**src/rtl/wat_pkg.sv**
```systemverilog
// ---------------------------------------------------------------------------
// wat_pkg: shared types and constants of the weekday alarm table
// Command codes, status codes, table entry layout and the queued command word.
// ---------------------------------------------------------------------------
package wat_pkg;

	localparam int MAX_ALARMS = 8;
	localparam int SLOT_W     = $clog2(MAX_ALARMS);
	localparam int CNT_W      = $clog2(MAX_ALARMS + 1);

	// Input kinds
	localparam logic [3:0] KIND_ADD      = 4'd0;
	localparam logic [3:0] KIND_SET_TIME = 4'd1;
	localparam logic [3:0] KIND_SET_REP  = 4'd2;
	localparam logic [3:0] KIND_SET_EN   = 4'd3;
	localparam logic [3:0] KIND_SET_ALL  = 4'd4;
	localparam logic [3:0] KIND_CLEAR    = 4'd5;
	localparam logic [3:0] KIND_DELETE   = 4'd6;
	localparam logic [3:0] KIND_READ     = 4'd7;
	localparam logic [3:0] KIND_TICK     = 4'd8;

	// Classified operations
	localparam logic [2:0] OP_NOP    = 3'd0;
	localparam logic [2:0] OP_ADD    = 3'd1;
	localparam logic [2:0] OP_MODIFY = 3'd2;
	localparam logic [2:0] OP_CLEAR  = 3'd3;
	localparam logic [2:0] OP_DELETE = 3'd4;
	localparam logic [2:0] OP_READ   = 3'd5;
	localparam logic [2:0] OP_TICK   = 3'd6;

	// Result status
	localparam logic [1:0] ST_DONE      = 2'd0;
	localparam logic [1:0] ST_FULL      = 2'd1;
	localparam logic [1:0] ST_NOT_FOUND = 2'd2;

	localparam logic [2:0] NO_WEEKDAY = 3'd7;

	typedef struct packed {
		logic [3:0] id;
		logic [4:0] hour;
		logic [5:0] minute;
		logic       enable;
		logic [6:0] rep;
	} alarm_t;

	typedef struct packed {
		logic [2:0] op;
		logic       set_time;
		logic       set_rep;
		logic       set_en;
		logic [3:0] tag;
		logic [4:0] hour;
		logic [5:0] minute;
		logic       enable;
		logic [6:0] rep;
		logic [2:0] weekday;
	} cmd_t;

	typedef struct packed {
		logic full;
		logic empty;
	} q_stat_t;

	typedef struct packed {
		logic [1:0]       status;
		logic             fired;
		logic [2:0]       fired_slot;
		logic             entry_valid;
		alarm_t           entry;
		logic [3:0]       entry_count;
	} res_t;

endpackage

```
**src/rtl/wat_in_if.sv**
```systemverilog
// ---------------------------------------------------------------------------
// wat_in_if: command channel of the weekday alarm table
// Valid/ready handshake carrying one command word.
// ---------------------------------------------------------------------------
interface wat_in_if;
	logic       valid;
	logic       ready;
	logic [3:0] kind;
	logic [3:0] tag;
	logic [4:0] hour;
	logic [5:0] minute;
	logic       enable;
	logic [6:0] repeat_mask;
	logic [2:0] weekday;

	modport source (
		output valid, kind, tag, hour, minute, enable, repeat_mask, weekday,
		input  ready
	);
	modport sink (
		input  valid, kind, tag, hour, minute, enable, repeat_mask, weekday,
		output ready
	);
endinterface

```
**src/rtl/wat_out_if.sv**
```systemverilog
// ---------------------------------------------------------------------------
// wat_out_if: result channel of the weekday alarm table
// Valid/ready handshake carrying one result word.
// ---------------------------------------------------------------------------
interface wat_out_if;
	logic       valid;
	logic       ready;
	logic [1:0] status;
	logic       fired;
	logic [2:0] fired_slot;
	logic       entry_valid;
	logic [3:0] entry_id;
	logic [4:0] entry_hour;
	logic [5:0] entry_minute;
	logic       entry_enable;
	logic [6:0] entry_repeat;
	logic [3:0] entry_count;

	modport source (
		output valid, status, fired, fired_slot, entry_valid, entry_id, entry_hour,
		       entry_minute, entry_enable, entry_repeat, entry_count,
		input  ready
	);
	modport sink (
		input  valid, status, fired, fired_slot, entry_valid, entry_id, entry_hour,
		       entry_minute, entry_enable, entry_repeat, entry_count,
		output ready
	);
endinterface

```
**src/rtl/weekday_alarm_table.sv**
```systemverilog
// A word accepted into the command queue is run by the table engine once it is
// at the queue head and the result register is free or being taken; the result
// is registered. Throughput: one word per cycle while results are taken; the
// table engine compares all eight slots in parallel.
// Reset clears the alarm table, the entry count, the armed bit, the command
// queue and the result valid bit; the result word itself is not reset.
// ---------------------------------------------------------------------------
// weekday_alarm_table: alarm table with weekday repeat masks
// Intake and classification, a two-word command queue and the table engine.
// ---------------------------------------------------------------------------
module weekday_alarm_table
	import wat_pkg::*;
(
	input  logic       clk,
	input  logic       arst_n,
	input  logic       cfg_we,
	input  logic       cfg_wdata,
	wat_in_if.sink     in_ch,
	wat_out_if.source  out_ch
);

	logic    armed_q;
	logic    push;
	logic    pop;
	cmd_t    push_cmd;
	cmd_t    head;
	q_stat_t q_stat;

	always_ff @(posedge clk or negedge arst_n) begin
		if (!arst_n) begin
			armed_q <= 1'b0;
		end else if (cfg_we) begin
			armed_q <= cfg_wdata;
		end
	end

	wat_front u_front (
		.in_ch  (in_ch),
		.q_stat (q_stat),
		.push   (push),
		.cmd    (push_cmd)
	);

	wat_queue u_queue (
		.clk      (clk),
		.arst_n   (arst_n),
		.push     (push),
		.push_cmd (push_cmd),
		.pop      (pop),
		.head     (head),
		.q_stat   (q_stat)
	);

	wat_back u_back (
		.clk    (clk),
		.arst_n (arst_n),
		.armed  (armed_q),
		.q_stat (q_stat),
		.head   (head),
		.pop    (pop),
		.out_ch (out_ch)
	);

	a_no_push_when_full: assert property (@(posedge clk) disable iff (!arst_n)
		q_stat.full |-> !push)
		else $error("command queue overrun");

	a_no_pop_when_empty: assert property (@(posedge clk) disable iff (!arst_n)
		q_stat.empty |-> !pop)
		else $error("command queue underrun");

	a_count_bound: assert property (@(posedge clk) disable iff (!arst_n)
		out_ch.valid |-> (out_ch.entry_count <= 4'(MAX_ALARMS)))
		else $error("entry count beyond table size");

	a_fire_needs_arm: assert property (@(posedge clk) disable iff (!arst_n)
		pop |=> (!out_ch.fired || $past(armed_q)))
		else $error("alarm fired while not armed");

endmodule

```
**src/rtl/wat_front.sv**
```systemverilog
// ---------------------------------------------------------------------------
// wat_front: command intake
// Accepts command words and classifies each kind into an operation word.
// ---------------------------------------------------------------------------
module wat_front
	import wat_pkg::*;
(
	wat_in_if.sink  in_ch,
	input  q_stat_t q_stat,
	output logic    push,
	output cmd_t    cmd
);

	assign in_ch.ready = !q_stat.full;
	assign push        = in_ch.valid && !q_stat.full;

	always_comb begin
		cmd          = '0;
		cmd.tag      = in_ch.tag;
		cmd.hour     = in_ch.hour;
		cmd.minute   = in_ch.minute;
		cmd.enable   = in_ch.enable;
		cmd.rep      = in_ch.repeat_mask;
		cmd.weekday  = in_ch.weekday;
		unique case (in_ch.kind)
			KIND_ADD: begin
				cmd.op = OP_ADD;
			end
			KIND_SET_TIME: begin
				cmd.op       = OP_MODIFY;
				cmd.set_time = 1'b1;
			end
			KIND_SET_REP: begin
				cmd.op      = OP_MODIFY;
				cmd.set_rep = 1'b1;
			end
			KIND_SET_EN: begin
				cmd.op     = OP_MODIFY;
				cmd.set_en = 1'b1;
			end
			KIND_SET_ALL: begin
				cmd.op       = OP_MODIFY;
				cmd.set_time = 1'b1;
				cmd.set_rep  = 1'b1;
				cmd.set_en   = 1'b1;
			end
			KIND_CLEAR: begin
				cmd.op = OP_CLEAR;
			end
			KIND_DELETE: begin
				cmd.op = OP_DELETE;
			end
			KIND_READ: begin
				cmd.op = OP_READ;
			end
			KIND_TICK: begin
				cmd.op = OP_TICK;
			end
			default: begin
				cmd.op = OP_NOP;
			end
		endcase
	end

endmodule

```
**src/rtl/wat_queue.sv**
```systemverilog
// ---------------------------------------------------------------------------
// wat_queue: two-word command queue
// Decouples the intake from the table engine so each side stalls on its own.
// ---------------------------------------------------------------------------
module wat_queue
	import wat_pkg::*;
(
	input  logic    clk,
	input  logic    arst_n,
	input  logic    push,
	input  cmd_t    push_cmd,
	input  logic    pop,
	output cmd_t    head,
	output q_stat_t q_stat
);

	cmd_t       buf_q [2];
	logic       wr_ptr_q;
	logic       rd_ptr_q;
	logic [1:0] fill_q;

	assign head         = buf_q[rd_ptr_q];
	assign q_stat.full  = (fill_q == 2'd2);
	assign q_stat.empty = (fill_q == 2'd0);

	always_ff @(posedge clk or negedge arst_n) begin
		if (!arst_n) begin
			wr_ptr_q <= 1'b0;
			rd_ptr_q <= 1'b0;
			fill_q   <= 2'd0;
		end else begin
			if (push) begin
				wr_ptr_q <= !wr_ptr_q;
			end
			if (pop) begin
				rd_ptr_q <= !rd_ptr_q;
			end
			unique case ({push, pop})
				2'b10:   fill_q <= fill_q + 2'd1;
				2'b01:   fill_q <= fill_q - 2'd1;
				default: fill_q <= fill_q;
			endcase
		end
	end

	always_ff @(posedge clk) begin
		if (push) begin
			buf_q[wr_ptr_q] <= push_cmd;
		end
	end

endmodule

```
**src/rtl/wat_back.sv**
```systemverilog
// ---------------------------------------------------------------------------
// wat_back: alarm table engine
// Holds the alarm slots, executes one queued command per cycle while results
// are taken and keeps the result word in an output register until taken.
// ---------------------------------------------------------------------------
module wat_back
	import wat_pkg::*;
(
	input  logic    clk,
	input  logic    arst_n,
	input  logic    armed,
	input  q_stat_t q_stat,
	input  cmd_t    head,
	output logic    pop,
	wat_out_if.source out_ch
);

	alarm_t             slot_q [MAX_ALARMS];
	logic [CNT_W-1:0]   count_q;
	logic               out_valid_q;
	res_t               res_q;

	alarm_t             slot_d [MAX_ALARMS];
	logic [CNT_W-1:0]   count_d;
	res_t               res_d;

	logic [MAX_ALARMS-1:0] used;
	logic [MAX_ALARMS-1:0] id_hit;
	logic [MAX_ALARMS-1:0] tick_hit;
	logic                  id_found;
	logic [SLOT_W-1:0]     id_slot;
	logic                  tick_found;
	logic [SLOT_W-1:0]     tick_slot;
	logic [CNT_W-1:0]      last_slot;
	logic [7:0]            rep_ext;

	assign pop = !q_stat.empty && (!out_valid_q || out_ch.ready);

	// Parallel compare of every slot, then a priority pick of the lowest one.
	always_comb begin
		id_found   = 1'b0;
		id_slot    = '0;
		tick_found = 1'b0;
		tick_slot  = '0;
		rep_ext    = '0;
		for (int i = 0; i < MAX_ALARMS; i++) begin
			used[i]   = (CNT_W'(i) < count_q);
			id_hit[i] = used[i] && (slot_q[i].id == head.tag);
			rep_ext   = {1'b0, slot_q[i].rep};
			tick_hit[i] = used[i] && slot_q[i].enable
				&& (slot_q[i].hour == head.hour) && (slot_q[i].minute == head.minute)
				&& ((slot_q[i].rep == 7'd0) || rep_ext[head.weekday]);
		end
		for (int i = MAX_ALARMS - 1; i >= 0; i--) begin
			if (id_hit[i]) begin
				id_found = 1'b1;
				id_slot  = SLOT_W'(i);
			end
			if (tick_hit[i]) begin
				tick_found = 1'b1;
				tick_slot  = SLOT_W'(i);
			end
		end
	end

	assign last_slot = count_q - CNT_W'(1);

	always_comb begin
		slot_d            = slot_q;
		count_d           = count_q;
		res_d             = '0;
		unique case (head.op)
			OP_ADD: begin
				if (count_q >= CNT_W'(MAX_ALARMS)) begin
					res_d.status = ST_FULL;
				end else begin
					slot_d[count_q[SLOT_W-1:0]] = '{id: head.tag, hour: head.hour,
						minute: head.minute, enable: head.enable, rep: head.rep};
					count_d = count_q + CNT_W'(1);
				end
			end
			OP_MODIFY: begin
				if (!id_found) begin
					res_d.status = ST_NOT_FOUND;
				end else begin
					if (head.set_time) begin
						slot_d[id_slot].hour   = head.hour;
						slot_d[id_slot].minute = head.minute;
					end
					if (head.set_rep) begin
						slot_d[id_slot].rep = head.rep;
					end
					if (head.set_en) begin
						slot_d[id_slot].enable = head.enable;
					end
				end
			end
			OP_CLEAR: begin
				for (int i = 0; i < MAX_ALARMS; i++) begin
					slot_d[i] = '0;
				end
				count_d = '0;
			end
			OP_DELETE: begin
				if (!id_found) begin
					res_d.status = ST_NOT_FOUND;
				end else begin
					// Contents move down one slot while each slot keeps its own id.
					for (int i = 0; i < MAX_ALARMS - 1; i++) begin
						if (SLOT_W'(i) >= id_slot && CNT_W'(i) < last_slot) begin
							slot_d[i]    = slot_q[i + 1];
							slot_d[i].id = slot_q[i].id;
						end
					end
					slot_d[last_slot[SLOT_W-1:0]] = '0;
					count_d = last_slot;
				end
			end
			OP_READ: begin
				if (head.tag < count_q) begin
					res_d.entry_valid = 1'b1;
					res_d.entry       = slot_q[head.tag[SLOT_W-1:0]];
				end else begin
					res_d.status = ST_NOT_FOUND;
				end
			end
			OP_TICK: begin
				if (armed && tick_found) begin
					res_d.fired      = 1'b1;
					res_d.fired_slot = 3'(tick_slot);
					// A one-shot disarms itself once it has gone off.
					if (slot_q[tick_slot].rep == 7'd0) begin
						slot_d[tick_slot].enable = 1'b0;
					end
				end
			end
			default: begin
				res_d.status = ST_DONE;
			end
		endcase
		res_d.entry_count = 4'(count_d);
	end

	always_ff @(posedge clk or negedge arst_n) begin
		if (!arst_n) begin
			for (int i = 0; i < MAX_ALARMS; i++) begin
				slot_q[i] <= '0;
			end
			count_q     <= '0;
			out_valid_q <= 1'b0;
		end else begin
			if (pop) begin
				slot_q      <= slot_d;
				count_q     <= count_d;
				out_valid_q <= 1'b1;
			end else if (out_ch.ready) begin
				out_valid_q <= 1'b0;
			end
		end
	end

	always_ff @(posedge clk) begin
		if (pop) begin
			res_q <= res_d;
		end
	end

	assign out_ch.valid        = out_valid_q;
	assign out_ch.status       = res_q.status;
	assign out_ch.fired        = res_q.fired;
	assign out_ch.fired_slot   = res_q.fired_slot;
	assign out_ch.entry_valid  = res_q.entry_valid;
	assign out_ch.entry_id     = res_q.entry.id;
	assign out_ch.entry_hour   = res_q.entry.hour;
	assign out_ch.entry_minute = res_q.entry.minute;
	assign out_ch.entry_enable = res_q.entry.enable;
	assign out_ch.entry_repeat = res_q.entry.rep;
	assign out_ch.entry_count  = res_q.entry_count;

endmodule

```
**src/flat_wrapper.sv**
```systemverilog
// flat-port wrapper written by rule: the top's interface ports become plain ports
module weekday_alarm_table_flat import wat_pkg::*;
  (clk, arst_n, cfg_we, cfg_wdata, in_ch_valid, in_ch_kind, in_ch_tag, in_ch_hour, in_ch_minute, in_ch_enable, in_ch_repeat_mask, in_ch_weekday, in_ch_ready, out_ch_valid, out_ch_status, out_ch_fired, out_ch_fired_slot, out_ch_entry_valid, out_ch_entry_id, out_ch_entry_hour, out_ch_entry_minute, out_ch_entry_enable, out_ch_entry_repeat, out_ch_entry_count, out_ch_ready);
  wat_in_if in_ch_i ();
  wat_out_if out_ch_i ();
  input  logic clk;
  input  logic arst_n;
  input  logic cfg_we;
  input  logic cfg_wdata;
  input wire logic [$bits(in_ch_i.valid)-1:0] in_ch_valid;
  input wire logic [$bits(in_ch_i.kind)-1:0] in_ch_kind;
  input wire logic [$bits(in_ch_i.tag)-1:0] in_ch_tag;
  input wire logic [$bits(in_ch_i.hour)-1:0] in_ch_hour;
  input wire logic [$bits(in_ch_i.minute)-1:0] in_ch_minute;
  input wire logic [$bits(in_ch_i.enable)-1:0] in_ch_enable;
  input wire logic [$bits(in_ch_i.repeat_mask)-1:0] in_ch_repeat_mask;
  input wire logic [$bits(in_ch_i.weekday)-1:0] in_ch_weekday;
  output wire logic [$bits(in_ch_i.ready)-1:0] in_ch_ready;
  output wire logic [$bits(out_ch_i.valid)-1:0] out_ch_valid;
  output wire logic [$bits(out_ch_i.status)-1:0] out_ch_status;
  output wire logic [$bits(out_ch_i.fired)-1:0] out_ch_fired;
  output wire logic [$bits(out_ch_i.fired_slot)-1:0] out_ch_fired_slot;
  output wire logic [$bits(out_ch_i.entry_valid)-1:0] out_ch_entry_valid;
  output wire logic [$bits(out_ch_i.entry_id)-1:0] out_ch_entry_id;
  output wire logic [$bits(out_ch_i.entry_hour)-1:0] out_ch_entry_hour;
  output wire logic [$bits(out_ch_i.entry_minute)-1:0] out_ch_entry_minute;
  output wire logic [$bits(out_ch_i.entry_enable)-1:0] out_ch_entry_enable;
  output wire logic [$bits(out_ch_i.entry_repeat)-1:0] out_ch_entry_repeat;
  output wire logic [$bits(out_ch_i.entry_count)-1:0] out_ch_entry_count;
  input wire logic [$bits(out_ch_i.ready)-1:0] out_ch_ready;
  assign in_ch_i.valid = in_ch_valid;
  assign in_ch_i.kind = in_ch_kind;
  assign in_ch_i.tag = in_ch_tag;
  assign in_ch_i.hour = in_ch_hour;
  assign in_ch_i.minute = in_ch_minute;
  assign in_ch_i.enable = in_ch_enable;
  assign in_ch_i.repeat_mask = in_ch_repeat_mask;
  assign in_ch_i.weekday = in_ch_weekday;
  assign in_ch_ready = in_ch_i.ready;
  assign out_ch_valid = out_ch_i.valid;
  assign out_ch_status = out_ch_i.status;
  assign out_ch_fired = out_ch_i.fired;
  assign out_ch_fired_slot = out_ch_i.fired_slot;
  assign out_ch_entry_valid = out_ch_i.entry_valid;
  assign out_ch_entry_id = out_ch_i.entry_id;
  assign out_ch_entry_hour = out_ch_i.entry_hour;
  assign out_ch_entry_minute = out_ch_i.entry_minute;
  assign out_ch_entry_enable = out_ch_i.entry_enable;
  assign out_ch_entry_repeat = out_ch_i.entry_repeat;
  assign out_ch_entry_count = out_ch_i.entry_count;
  assign out_ch_i.ready = out_ch_ready;
  weekday_alarm_table u_core (.clk(clk), .arst_n(arst_n), .cfg_we(cfg_we), .cfg_wdata(cfg_wdata), .in_ch(in_ch_i), .out_ch(out_ch_i));
endmodule
```
**config.mk**
```make
export PLATFORM = sky130hd
export DESIGN_NAME = weekday_alarm_table_flat
export DESIGN_NICKNAME = d
export VERILOG_FILES = /design/src/rtl/wat_pkg.sv /design/src/rtl/wat_in_if.sv /design/src/rtl/wat_out_if.sv /design/src/rtl/weekday_alarm_table.sv /design/src/rtl/wat_front.sv /design/src/rtl/wat_queue.sv /design/src/rtl/wat_back.sv /design/src/flat_wrapper.sv
export SDC_FILE = /design/constraint.sdc
export NUM_CORES = 1
export LEC_CHECK = 0
export ABC_AREA = 0
export BUFFER_PORTS_ARGS = -buffer_cell sky130_fd_sc_hd__clkbuf_2
export CORE_MARGIN = 2
export CORE_UTILIZATION = 57
export DETAILED_ROUTE_END_ITERATION = 16
export GPL_ROUTABILITY_DRIVEN = 1
export PLACE_DENSITY = 0.77
export SLEW_MARGIN = 20
export SYNTH_ARGS = -nofsm -noshare
export SYNTH_HDL_FRONTEND = slang
export SYNTH_SLANG_ARGS = --single-unit
```
**constraint.sdc**
```tcl
create_clock -name clk -period 6.72 [get_ports clk]
set_input_delay 0.672 -clock clk [delete_from_list [all_inputs] [get_ports clk]]
set_output_delay 0.672 -clock clk [all_outputs]
set_load 0.1 [all_outputs]
```
==> flow_metrics.env <==
export IMPL_cts_buffer_depth=3
export IMPL_p_leak_nw=7.60
export IMPL_area_delta_synth_final_pct=10.5
export IMPL_die_h_um=186
export IMPL_crit_start="u_core.u_queue.rd_ptr_q"
export IMPL_cts_setup_buffers=0
export IMPL_synth_seq_cells=292
export IMPL_drive_gt1_share_pct=13.0
export IMPL_p_seq_share_pct=27.2
export IMPL_syn_area_per_cell_sq_um=9.42
export IMPL_nets=2070
export IMPL_layout_commonest_cell="nand2_1"
export IMPL_ys_types=94
export IMPL_cts_root_buf="clkbuf_16"
export IMPL_initial_core_util_pct=57.8
export IMPL_final_cell_mix="280 x nand2_1, 193 x dfrtp_1, 135 x nor2_1"
export IMPL_synth_edff_count=98
export IMPL_fin_util_pct=63.9
export IMPL_gp_congestion=1.11
export IMPL_grt_first_pass_wirelength_mm=107
export IMPL_maxCapViolations=0
export IMPL_clkLatencyLatePin_ns=0.56
export IMPL_cts_sinks=292
export IMPL_routed_wl_mm=71.7
export IMPL_netSwitchingFraction_pct=50.9
export IMPL_status="completed"
export IMPL_grt_max_degree=95
export IMPL_cp_start_kind="flop"
export IMPL_r2r_cells=12
export IMPL_p_switching_mw=5.36
export IMPL_place_hpwl_mm=51.5
export IMPL_cts_tree="done"
export IMPL_cts_buffers=34
export IMPL_ctsHoldBuffers=0
export IMPL_setup_viol=0
export IMPL_core_area_sq_um=32500
export IMPL_path_max_fanout=47
export IMPL_synth_top_cell_by_area="dfrtp_1"
export IMPL_end_kind="flop"
export IMPL_synthArstFlopShare_pct=66.4
export IMPL_yosysWarnings=0
export IMPL_netlist_instances=1999
export IMPL_pin_count=72
export IMPL_busiest_layer="met2"
export IMPL_drt_pre_antenna_iters=7
export IMPL_regToRegStartpoint="u_core.u_queue.rd_ptr_q"
export IMPL_num_rows=66
export IMPL_rrSetupSlack_ns=0.63
export IMPL_netlist_area_leader_share_pct=25.8
export IMPL_gr_usage_met2_pct=59.5
export IMPL_die_x_um=186
export IMPL_viasPerCell=7.32
export IMPL_antenna_found_initial=0
export IMPL_finalSetupTns_ns=0
export IMPL_grt_setup_unrepaired="false"
export IMPL_drt_iter0_markers=3331
export IMPL_comb_power_share_pct=52.5
export IMPL_clk_pin_slew_ns=0.06
export IMPL_critPathArrivalTime_ns=6.51
export IMPL_diodes=0
export IMPL_max_freq_ghz=0.164
export IMPL_syn_nets=2044
export IMPL_ys_top_cells_by_area="dfrtp_1 26%, edfxtp_1 16%, xnor2_1 5.8%"
export IMPL_fin_crit_sh_pct=90.6
export IMPL_die_area_sq_um=34500
export IMPL_htreeDepth=2
export IMPL_route_detailed_wl_per_inst_um=28.8
export IMPL_overflow=0
export IMPL_vias=18200
export IMPL_max_slew_margin_pct=15.3
export IMPL_min_path_type="primary input to asynchronous set/reset pin"
export IMPL_yosysSeqAreaShare_pct=41.4
export IMPL_syn_area_sq_um=18800
export IMPL_track_usage_pct=41.8
export IMPL_cts_resized_gates=0
export IMPL_fin_skew_ns=0.0201
export IMPL_slew_viol_final=0
export IMPL_numPortBuffers=71
export IMPL_hold_viol_final=0
export IMPL_grt_met1_usage_pct=57.1
export IMPL_grt_pass1_vias=17100
export IMPL_ant_nets=0
export IMPL_ir_drop_mv=0.413
export IMPL_worst_pin_slew_ns=1.27
export IMPL_use_met3_pct=11.7
export IMPL_worstPathRequired_ns=7.14
export IMPL_ys_flop_type="dfrtp_1"
export IMPL_period_minus_slack_ns=6.09
export IMPL_drt_drc_violations_left=0
export IMPL_power_density_nw_per_um2=506
export IMPL_clock_power_share_pct=20.3
export IMPL_critical_path_class="flop to flop"
export IMPL_p_int_mw=5.17
==> kinds of logic (layout without fill, tap and decap cells) <==
family | Yosys count | after routing | share of synthesized area (%)
simple gates | 693 | 693 | 17.4
compound gates | 607 | 607 | 24.6
flops | 292 | 292 | 41.4
buf+inv | 182 | 233 | 4.35
xor+xnor | 128 | 128 | 5.96
mux | 88 | 88 | 5.68
fa+ha+maj | 9 | 9 | 0.598
==> stage by stage <==
stage	power (mW)	std cells	setup slack [ns]	instance area [sq um]	hold slack, ns
finish	10.5	2492	0.633	20800	0.194
global route	10.8	2492	0.364	20800	0.264
CTS	10.2	2491	0.854	20800	0.234
detailed placement	8.09	2430	0.855	19500	0.499
global placement	8.03	2430	1.06	19500	0.484
floorplan	6.43	1999	2.11	18800	0.376
==> area by class of cell <==
| cell class | instances | area [sq um] |
|---|---|---|
| fill | 2757 | 11700 |
| timing repair buffer | 121 | 739 |
| clock buffer | 42 | 932 |
| sequential | 292 | 7800 |
| clock inverter | 19 | 343 |
| inverter | 51 | 191 |
| multi-input combinational | 1525 | 10200 |
| tap | 442 | 553 |
==> worst max-delay path: stages, from the launching register on <==
cell,delay [ns]
dfrtp_4,0.92
mux2i_2,0.90
xnor2_1,0.18
nor4_1,0.41
nand4_1,0.25
o22ai_2,0.74
o31ai_1,0.28
o2bb2ai_1,0.21
a211oi_2,0.28
a31o_2,0.21
a31o_2,0.46
nand4_2,0.70
o2bb2ai_1,0.36
==> per-layer routing <==
metal  part of all wire, %  wire, um
met1                    38     27200
met2                    41     29300
met3                    15     10400
met4                   6.7      4790
met5                     0         0
==> cells in the mapped netlist, drive strengths merged, types with 12 or more instances <==
library cell  instances
nor4                 50
buf                  51
inv                  49
o2bb2ai              89
edfxtp               98
o21ai                85
a311oi               22
nor3                 40
a221oi               16
clkbuf               80
a32o                 24
nand3                58
a22oi                26
nor2                138
o211ai               25
a211oi               14
dfrtp               194
o22ai                43
nand4                28
o31ai                12
nand2b               18
a222oi               39
xnor2               125
mux2                 29
nand2               280
mux2i                58
a31oi                33
a22o                 35
a21oi                64
and3                 26
==> worst min-delay path by stage <==
stage | start | to
6_report | arst_n | asynchronous set/reset pin
5_1_grt | arst_n | asynchronous set/reset pin
4_1_cts | arst_n | asynchronous set/reset pin
3_5_place_dp | u_core.u_queue.fill_q[1] | u_core.u_queue.fill_q[1]
3_3_place_gp | u_core.u_queue.fill_q[1] | u_core.u_queue.fill_q[1]
2_1_floorplan | arst_n | asynchronous set/reset pin
==> power by group through the flow <==
| stage | Combinational (mW) | Sequential, mW | Clock [mW] |
|---|---|---|---|
| 6_report | 5.53 | 2.87 | 2.13 |
| 5_1_grt | 5.71 | 2.89 | 2.21 |
| 4_1_cts | 5.26 | 2.83 | 2.14 |
| 3_5_place_dp | 5.24 | 2.85 | 0 |
| 3_3_place_gp | 5.19 | 2.84 | 0 |
| 2_1_floorplan | 3.30 | 3.12 | 0 |
Note: power is estimated with default switching activity, not from simulation.
